<file path="src/rtl/lgrs_pkg.sv">
// Shared types and constants for the Life row stencil unit.
`timescale 1ns / 1ps
`default_nettype none
package lgrs_pkg;

	localparam int ROW_W = 64;
	localparam int CFG_W = 7;
	localparam logic [CFG_W-1:0] BOARD_WIDTH_RESET = CFG_W'(64);

	// neighbor counts for the Life rule
	localparam logic [3:0] SURVIVE_COUNT = 4'd2;
	localparam logic [3:0] BIRTH_COUNT   = 4'd3;

	typedef struct packed {
		logic [ROW_W-1:0] row_cells;
		logic             last_row;
	} in_item_t;

	typedef struct packed {
		logic [ROW_W-1:0] next_cells;
		logic             final_row;
	} out_item_t;

	// results caused by one input row
	typedef struct packed {
		logic             has_upper;
		logic             has_final;
		logic [ROW_W-1:0] upper_cells;
		logic [ROW_W-1:0] final_cells;
	} q_entry_t;

endpackage
`default_nettype wire

</file>
<file path="src/rtl/lgrs_lane.sv">
// One column lane: Life rule for a single cell from its eight neighbors.
`timescale 1ns / 1ps
`default_nettype none
module lgrs_lane
	import lgrs_pkg::*;
(
	input  wire logic [7:0] nbrs,
	input  wire logic       alive,
	output logic            next_alive
);

	logic [3:0] cnt;

	always_comb begin
		cnt = 4'd0;
		for (int i = 0; i < 8; i++) begin
			cnt = cnt + 4'(nbrs[i]);
		end
		next_alive = (cnt == BIRTH_COUNT) || (alive && (cnt == SURVIVE_COUNT));
	end

endmodule
`default_nettype wire

</file>
<file path="src/rtl/lgrs_row_eval.sv">
// Row evaluator: column lanes side by side, merged into one masked row.
`timescale 1ns / 1ps
`default_nettype none
module lgrs_row_eval
	import lgrs_pkg::*;
#(
	parameter int LANES = 64
) (
	input  wire logic [ROW_W-1:0] above,
	input  wire logic [ROW_W-1:0] mid,
	input  wire logic [ROW_W-1:0] below,
	input  wire logic [ROW_W-1:0] mask,
	output logic      [ROW_W-1:0] next_row
);

	// one dead column of padding on each side
	logic [ROW_W+1:0] a_pad, m_pad, b_pad;
	logic [ROW_W-1:0] lane_out;

	assign a_pad = {1'b0, above & mask, 1'b0};
	assign m_pad = {1'b0, mid & mask, 1'b0};
	assign b_pad = {1'b0, below & mask, 1'b0};

	for (genvar c = 0; c < ROW_W; c++) begin : g_col
		if (c < LANES) begin : g_lane
			lgrs_lane u_lane (
				.nbrs       ({a_pad[c+2:c], m_pad[c+2], m_pad[c], b_pad[c+2:c]}),
				.alive      (m_pad[c+1]),
				.next_alive (lane_out[c])
			);
		end else begin : g_dead
			assign lane_out[c] = 1'b0;
		end
	end

	assign next_row = lane_out & mask;

endmodule
`default_nettype wire

</file>
<file path="src/rtl/lgrs_out_queue.sv">
// Two-entry result queue; each entry holds the one or two rows of one input.
`timescale 1ns / 1ps
`default_nettype none
module lgrs_out_queue
	import lgrs_pkg::*;
(
	input  wire logic      clk,
	input  wire logic      arst_n,
	input  wire logic      push,
	input  wire q_entry_t  push_entry,
	output logic           full,
	output logic           out_valid,
	input  wire logic      out_stall,
	output out_item_t      out_data
);

	q_entry_t   entries_q [2];
	logic       wr_q, rd_q, sel_q;
	logic [1:0] count_q;
	q_entry_t   head;
	logic       xfer, pop, both;

	assign head      = entries_q[rd_q];
	assign full      = (count_q == 2'd2);
	assign out_valid = (count_q != 2'd0);
	assign both      = head.has_upper && head.has_final;
	assign xfer      = out_valid && !out_stall;
	// entry leaves with its last row
	assign pop       = xfer && (!both || sel_q);

	always_comb begin
		if (head.has_upper && !sel_q) begin
			out_data.next_cells = head.upper_cells;
			out_data.final_row  = 1'b0;
		end else begin
			out_data.next_cells = head.final_cells;
			out_data.final_row  = 1'b1;
		end
	end

	always_ff @(posedge clk) begin
		if (push) begin
			entries_q[wr_q] <= push_entry;
		end
	end

	always_ff @(posedge clk or negedge arst_n) begin
		if (!arst_n) begin
			wr_q    <= 1'b0;
			rd_q    <= 1'b0;
			sel_q   <= 1'b0;
			count_q <= 2'd0;
		end else begin
			if (push) begin
				wr_q <= ~wr_q;
			end
			if (pop) begin
				rd_q  <= ~rd_q;
				sel_q <= 1'b0;
			end else if (xfer) begin
				sel_q <= 1'b1;
			end
			count_q <= count_q + 2'(push) - 2'(pop);
		end
	end

endmodule
`default_nettype wire

</file>
<file path="src/rtl/life_generation_row_stencil_unit.sv">
// Top level: one generation of Life, computed row by row.
// Usage:
//  - Input channel (in_valid / in_stall / in_data) takes one board row per
//    transfer, top row first; last_row marks the bottom row.
//  - Output channel (out_valid / out_stall / out_data) gives next-generation
//    rows in board order; final_row marks the bottom row result.
//  - The first row of a board gives no result (unless it is the bottom row); each later
//    row gives the row above it; the bottom row gives itself too, after the row above.
//  - Config channel (cfg_valid / cfg_ready / cfg_data) sets board_width;
//    always ready. Columns at or above the width are dead.
//  - Results are registered in the output queue when their input transfers, and are offered in order from there.
//  - Throughput: one row per cycle while in_stall is low; the bottom row's two results leave
//    the output port one after the other. 64 column lanes evaluate a whole row at once.
//  - Receiver stall: results wait in a two-entry queue; in_stall rises
//    when the queue is full.
//  - Reset: stored rows cleared, new board, board_width = 64, queue empty.
`timescale 1ns / 1ps
`default_nettype none
module life_generation_row_stencil_unit
	import lgrs_pkg::*;
#(
	parameter int MAX_WIDTH = 64
) (
	input  wire logic             clk,
	input  wire logic             arst_n,
	input  wire logic             in_valid,
	output logic                  in_stall,
	input  wire in_item_t         in_data,
	output logic                  out_valid,
	input  wire logic             out_stall,
	output out_item_t             out_data,
	input  wire logic             cfg_valid,
	output logic                  cfg_ready,
	input  wire logic [CFG_W-1:0] cfg_data
);

	logic [CFG_W-1:0] board_width_q;
	logic [ROW_W-1:0] upper_q, middle_q;
	logic [1:0]       rows_q;
	logic [ROW_W-1:0] mask, row, final_above;
	logic [ROW_W-1:0] upper_res, final_res;
	logic             accept, started, push, full;
	q_entry_t         entry;

	assign cfg_ready = 1'b1;

	always_comb begin
		for (int c = 0; c < ROW_W; c++) begin
			mask[c] = (c < MAX_WIDTH) && (board_width_q > CFG_W'(c));
		end
	end

	assign in_stall    = full;
	assign accept      = in_valid && !in_stall;
	assign started     = (rows_q != 2'd0);
	assign row         = in_data.row_cells & mask;
	assign final_above = started ? middle_q : '0;

	lgrs_row_eval #(.LANES(MAX_WIDTH)) u_eval_upper (
		.above    (upper_q),
		.mid      (middle_q),
		.below    (row),
		.mask     (mask),
		.next_row (upper_res)
	);

	lgrs_row_eval #(.LANES(MAX_WIDTH)) u_eval_final (
		.above    (final_above),
		.mid      (row),
		.below    ('0),
		.mask     (mask),
		.next_row (final_res)
	);

	assign entry.has_upper   = started;
	assign entry.has_final   = in_data.last_row;
	assign entry.upper_cells = upper_res;
	assign entry.final_cells = final_res;
	assign push = accept && (started || in_data.last_row);

	lgrs_out_queue u_queue (
		.clk        (clk),
		.arst_n     (arst_n),
		.push       (push),
		.push_entry (entry),
		.full       (full),
		.out_valid  (out_valid),
		.out_stall  (out_stall),
		.out_data   (out_data)
	);

	always_ff @(posedge clk or negedge arst_n) begin
		if (!arst_n) begin
			board_width_q <= BOARD_WIDTH_RESET;
			upper_q       <= '0;
			middle_q      <= '0;
			rows_q        <= 2'd0;
		end else begin
			if (cfg_valid && cfg_ready) begin
				board_width_q <= cfg_data;
			end
			if (accept) begin
				if (in_data.last_row) begin
					// board done, next row opens a new one
					upper_q  <= '0;
					middle_q <= '0;
					rows_q   <= 2'd0;
				end else begin
					upper_q  <= final_above;
					middle_q <= row;
					if (rows_q != 2'd2) begin
						rows_q <= rows_q + 2'd1;
					end
				end
			end
		end
	end

endmodule
`default_nettype wire

</file>
<file path="config.mk">
export PLATFORM = sky130hd
export DESIGN_NAME = life_generation_row_stencil_unit
export DESIGN_NICKNAME = d
export VERILOG_FILES = /design/src/rtl/lgrs_pkg.sv /design/src/rtl/lgrs_lane.sv /design/src/rtl/lgrs_row_eval.sv /design/src/rtl/lgrs_out_queue.sv /design/src/rtl/life_generation_row_stencil_unit.sv
export SDC_FILE = /design/constraint.sdc
export NUM_CORES = 2
export LEC_CHECK = 0
export BUFFER_PORTS_ARGS = -buffer_cell sky130_fd_sc_hd__buf_2
export CAP_MARGIN = 5
export CORE_MARGIN = 4
export CORE_UTILIZATION = 69
export DETAILED_ROUTE_END_ITERATION = 8
export HOLD_SLACK_MARGIN = 0.05
export PLACE_DENSITY = 0.87
export SYNTH_ARGS = -nofsm -noshare
export SYNTH_HDL_FRONTEND = slang
export SYNTH_SLANG_ARGS = --single-unit
</file>
<file path="constraint.sdc">
create_clock -name clk -period 11.2 [get_ports clk]
set_input_delay 1.12 -clock clk [delete_from_list [all_inputs] [get_ports clk]]
set_output_delay 1.12 -clock clk [all_outputs]
set_load 0.01 [all_outputs]
</file>
# Yosys cells after proc, flatten, opt, wreduce, memory -nomap -nowiden
# Memories as Yosys holds them, arrays and structs flattened.
# Cells that the tools add are included.
# word_totals
reg_bits	142
n_memories	1
output_inout_bits	68
ramBits	260
inputBits	77
# mem_list
memory	depth	word_bits	read_ports	rd_ports_with_merged_regs	wr	line	source
u_queue.entries_q	2	130	1	0	1	lgrs_out_queue.sv:17	q_entry_t entries_q [2];
# classes
n_eq_ne	258
add_sub_neg	696
order_cmp	64
bitwise	9
mux	10
n_reduce_logical	273
# ops
cell	n
$add A4 B1 Y4	312
$eq A4 B2 Y1 const B	252
$add A3 B1 Y4	126
$and A64 B64 Y64	7
$add A2 B1 Y3	128
$add A1 B1 Y2	127
$gt A7 B6 Y1 const B	32
$mux W64	3
$logic_and A1 B1 Y1	134
$logic_or A1 B1 Y1	130
$gt A7 B5 Y1 const B	16
$mux W65	1
$gt A7 B4 Y1 const B	8
$gt A7 B3 Y1 const B	4
$gt A7 B1 Y1 const B	2
$gt A7 B2 Y1 const B	2
$eq A3 B2 Y1 const B	4
$reduce_bool A2 Y1	4
$logic_not A1 Y1	4
$mux W1	4
$mux W2	2
$add A2 B1 Y2	1
$add A2 B1 Y2 const B	1
$eq A2 B2 Y1 const B	1
other kinds (4)	5

# Longest topological paths before layout
# logic_depth
ltp_word	14
depth_mapped	17
depth_no_buf	15

# By module
# From an unflattened synthesis, not the netlist that was laid out.
# hier_totals
cells_unflattened	3400
hier_area_um2	40639.0
# by_module_without_submodules
mod	instances	area_each_um2	seq_area_each_um2	cells_per_inst
lgrs_lane (u_eval_final.g_col[0].g_lane.u_lane ...)	127	163.9	0.0	15
lgrs_out_queue	1	9765.6	7932.6	366
life_generation_row_stencil_unit	1	6683.9	3429.5	599
lgrs_row_eval	2	1605.3	0.0	257
lgrs_lane (u_eval_final.g_col[29].g_lane.u_lane)	1	162.7	0.0	16

# Worst setup path after synthesis
# OpenSTA, ideal clock, no wires.
# synth_path
path_type	input-to-reg
from	input in_valid
to	memory u_queue.entries_q[0][0] in the netlist's numbering (enable)
arrival_time_ns	7.136
slack_ns	3.442
n_path_buf	1
cell_stages	4
cell_sequence	and2_1 -> clkbuf_1 -> o21ai_0 -> nor2_1
# synth_via
elab_chain_len	4
# synth_lines
item	line	source
start, declared	life_generation_row_stencil_unit.sv:26	input wire logic in_valid,
$logic_and A1 B1 Y1	life_generation_row_stencil_unit.sv:54	assign accept = in_valid && !in_stall;
$logic_and A1 B1 Y1	life_generation_row_stencil_unit.sv:79	assign push = accept && (started || in_data.last_row);
$mux W1	lgrs_out_queue.sv:42	if (push) begin
$mux W1 (implied by the code)	lgrs_out_queue.sv:43	entries_q[wr_q] <= push_entry;
end, declared	lgrs_out_queue.sv:17	
# No other way between the ends.

# Worst setup path in the final report
# layout_path
from	register board_width_q[6]
to	memory u_queue.entries_q[0][85] in the netlist's numbering, data pin
# layout_via
elab_chain_len	14
elab_cells_between_ends	19
cone_classes	7 x add/sub; 3 x order compare; 2 x eq/ne; 5 x bitwise; 2 x reduce/logical
# layout_lines
item	line	source
start, declared	life_generation_row_stencil_unit.sv:37	logic [CFG_W-1:0] board_width_q;
start signal, assigned	life_generation_row_stencil_unit.sv:100	board_width_q <= cfg_data;
$gt A7 B5 Y1	life_generation_row_stencil_unit.sv:49	mask[c] = (c < MAX_WIDTH) && (board_width_q > CFG_W'(c));
$and A64 B64 Y64	life_generation_row_stencil_unit.sv:56	assign row = in_data.row_cells & mask;
$and A64 B64 Y64	lgrs_row_eval.sv:22	assign b_pad = {1'b0, below & mask, 1'b0};
$add A1 B1 Y2	lgrs_lane.sv:17	cnt = cnt + 4'(nbrs[i]);
$add A2 B1 Y3	lgrs_lane.sv:17	
$add A3 B1 Y4	lgrs_lane.sv:17	
$add A4 B1 Y4 (4 in a row)	lgrs_lane.sv:17	
$eq A4 B2 Y1	lgrs_lane.sv:19	next_alive = (cnt == BIRTH_COUNT) || (alive && (cnt == SURVIVE_COUNT));
$logic_and A1 B1 Y1	lgrs_lane.sv:19	
$logic_or A1 B1 Y1	lgrs_lane.sv:19	
$and A64 B64 Y64 (*)	lgrs_row_eval.sv:36	assign next_row = lane_out & mask;
net u_eval_upper.next_row[21]	lgrs_row_eval.sv:13	output logic [ROW_W-1:0] next_row
# Mark *: on every way through the listed nets, which the timed path passes. The rest lies on a longest branch.

==> flow_summary.yaml <==
critical_path:
  critPathTopFamily: "adder cells"
  worstPathArrival_ps: 6240
  crit_path_end_kind: "flop"
  critPathMaxFanout: 35
  critPathSlowestCell: "dfstp_2"
  worstPathRequired_ps: 11570
  path_buf_inv: 2
  path_common_cell: "fa_1"
  startpoint_type: "flop"
  max_stage_delay_ps: 960
  worstSetupPathType: "reg2reg"
  crit_chain: "buf_4, or2_2, a21oi_1, nand2b_1, xor2_1, ha_1, fa_1, fa_1, inv_1, nor2_1, fa_1, nor2_1, o21ai_0, a2111oi_2"
floorplan:
  coreArea_sq_um: 47700
  start_util_pct: 69.7
  die_area_sq_um: 51800
  fp-row-count: 80
  ioPinCount: 145
  die_h_um: 228
  die_w_um: 228
global_route:
  grt_pass1_vias: 25600
  grt_remaining_overflow: 0
  grt_use_total_pct: 32.8
  grt_max_degree: 88
  grt_first_pass_wirelength_um: 134000
  antenna_found_initial: 2
route:
  wire_per_inst_um: 22.8
  routed_wl_um: 83000
  routed_via_density: 6.59
  drt_iter0_drc: 2223
  drc: 0
  vias: 24000
  drtAntennaViolNets: 0
  dr.pass1.iters: 6
clock_network:
  cts_tree: "built"
  cts.sinks: 402
  clk_pin_slew_ps: 70
  h-tree-depth: 2
  max-clock-path-buffers: 3
  cts_hold_buf: 0
  cts_resized: 0
  cts-root-buf: "clkbuf_16"
  numCtsBuffers: 46
  post_cts_buffers: 0
  clk_latency_ps: 610
outcome:
  run_status: "complete, no violations"
yosys:
  synth_edf_count: 260
  synthFlopType: "edfxtp_1"
  yosysUniqueCellTypes: 98
  synth_seq_cells: 402
  post-synth-top-area-fraction_pct: 23.5
  synth_top_area_cell: "edfxtp_1"
  syn_area_per_cell_sq_um: 11.5
  synth.area.top_cells: "edfxtp_1 (23%), fa_1 (16%), ha_1 (12%)"
  netlist_instances: 2889
  ys_warn_count: 0
  async_reset_ff_share_pct: 35.3
  synth_area_sq_um: 33300
  synth.yosys.seq_area_share_pct: 34.1
  synth_fp_nets: 3562
layout:
  syn_to_final_growth_pct: 8.11
  drive_above_1_share_pct: 13.0
  diodes: 0
  multi_input_area_sq_um: 20100
  nFillCells: 3013
  fin_util_pct: 75.4
  nets: 3663
  regArea_sq_um: 11400
timing:
  rsz0062_at_grt: "false"
  worst_pin_slew_ps: 1150
  fin_crit_sh_pct: 52.4
  report.final.slew_viol_count: 0
  finalSetupViolCount: 0
  relSlewSlack_pct: 23.1
  hold_viol_final: 0
  tns_ps: 0
  skew_ps: 31.9
  post-route-min-period_ps: 5870
  clock.fmax_mhz: 170
power_and_ir_drop:
  peakVddDrop_mv: 0.172
  powerDensity_nw_per_um2: 215
  p_leak_nw: 17.4
worst_hold_path:
  worstHoldPathType: "reg2reg"
placement:
  io_buffers: 143
  gp_congestion: 0.928
  dp_hpwl_um: 61000
run:
  maxCapViolCount: 0
## sequential cells by signal (all words and copies together) (netlist names)
register,flops
u_queue.sel_q,1
board_width_q,7
middle_q,64
u_queue.entries_q,260
upper_q,64
u_queue.count_q,2
rows_q,2
u_queue.rd_q,1
u_queue.wr_q,1
## cell usage in the layout (no fill, tap or decap), types with 64 or more instances in the layout
| cell type | instances |
|---|---|
| nand2_1 | 175 |
| and2_1 | 93 |
| inv_1 | 351 |
| o21bai_1 | 78 |
| dfrtp_1 | 138 |
| nand3_1 | 77 |
| o21ai_0 | 118 |
| xor2_1 | 68 |
| buf_2 | 142 |
| ha_1 | 327 |
| mux4_2 | 64 |
| edfxtp_1 | 260 |
| a22o_1 | 68 |
| fa_1 | 269 |
## report_power, final
part | switching, W | internal (W)
Sequential | 0.000210 | 0.00210
Combinational | 0.00227 | 0.00157
Clock | 0.000671 | 0.000929
## worst register-to-register path: cells and delay by family, from the launching register on
| family | cells | cell delay [ps] |
|---|---|---|
| xor gates and xnor gates | 1 | 260 |
| AOI/OAI and AO/OA | 3 | 770 |
| adders and majority gates | 4 | 1800 |
| and+or+nand+nor | 4 | 1210 |
| DFF | 1 | 960 |
| buffers and inverters | 2 | 630 |
## synthesized netlist by cell type, drive strengths merged (67+ instances only)
library cell and number:
a22o 68, and2 93, buf 68, dfrtp 141, edfxtp 260, fa 269, ha 327, inv 355
nand2 185, nand3 78, nor2 67, o21ai 140, o21bai 78, xor2 68
## final timing paths
path | slack [ps] | end | depth (start not counted) | start
setup / recovery | 5330 | u_queue.entries_q[0][85] | 14 | board_width_q[6]
hold / removal | 490 | upper_q[20] | 1 | middle_q[20]
setup reg to reg | 5330 | u_queue.entries_q[0][85] | 14 | board_width_q[6]
hold reg to reg | 490 | upper_q[20] | 1 | middle_q[20]
max in group asynchronous | 9270 | u_queue.rd_q | 2 | arst_n
min in group asynchronous | 560 | middle_q[55] | 1 | arst_n
## per-stage QoR
stage                     cells  instance area [sq um]  hold WS (ps)  power, W  setup WS (ps)
after floorplan            2889                  33300           449   0.00502           3440
after global placement     3557                  34400           477   0.00581           5740
after detailed placement   3557                  34400           476   0.00612           5490
after CTS                  3643                  36000           489   0.00776           5460
after global routing       3643                  36000           506   0.00831           5080
final                      3643                  36000           492   0.00775           5330
## final cells by class
type / count / area share [%]
timing repair buffer: 164 / 2.44
sequential: 402 / 31.6
tap: 615 / 2.14
clock inverter: 30 / 0.959
inverter: 355 / 3.70
clock buffer: 56 / 3.41
multi-input combinational: 2021 / 55.8
## metal layers
layer	vias up	track usage [%]	wire length, um
met5	-	0	20
met2	1127	53.5	40000
met3	274	5.95	6820
met4	4	15.6	4100
li1	10500	-	-
met1	12100	43.3	32000
## cell families (layout without fill, tap and decap cells)
logic type	after synthesis	after routing	synth area share, %
compound gates	525	525	11.9
xor+xnor	116	116	3.05
fa+ha+maj	596	596	28.5
buf+inv	466	605	5.71
flops	402	402	34.1
mux	77	77	4.74
other cells	1	1	0.0113
simple gates	706	706	12.0
No activity file was read; power rests on OpenSTA's default activity.
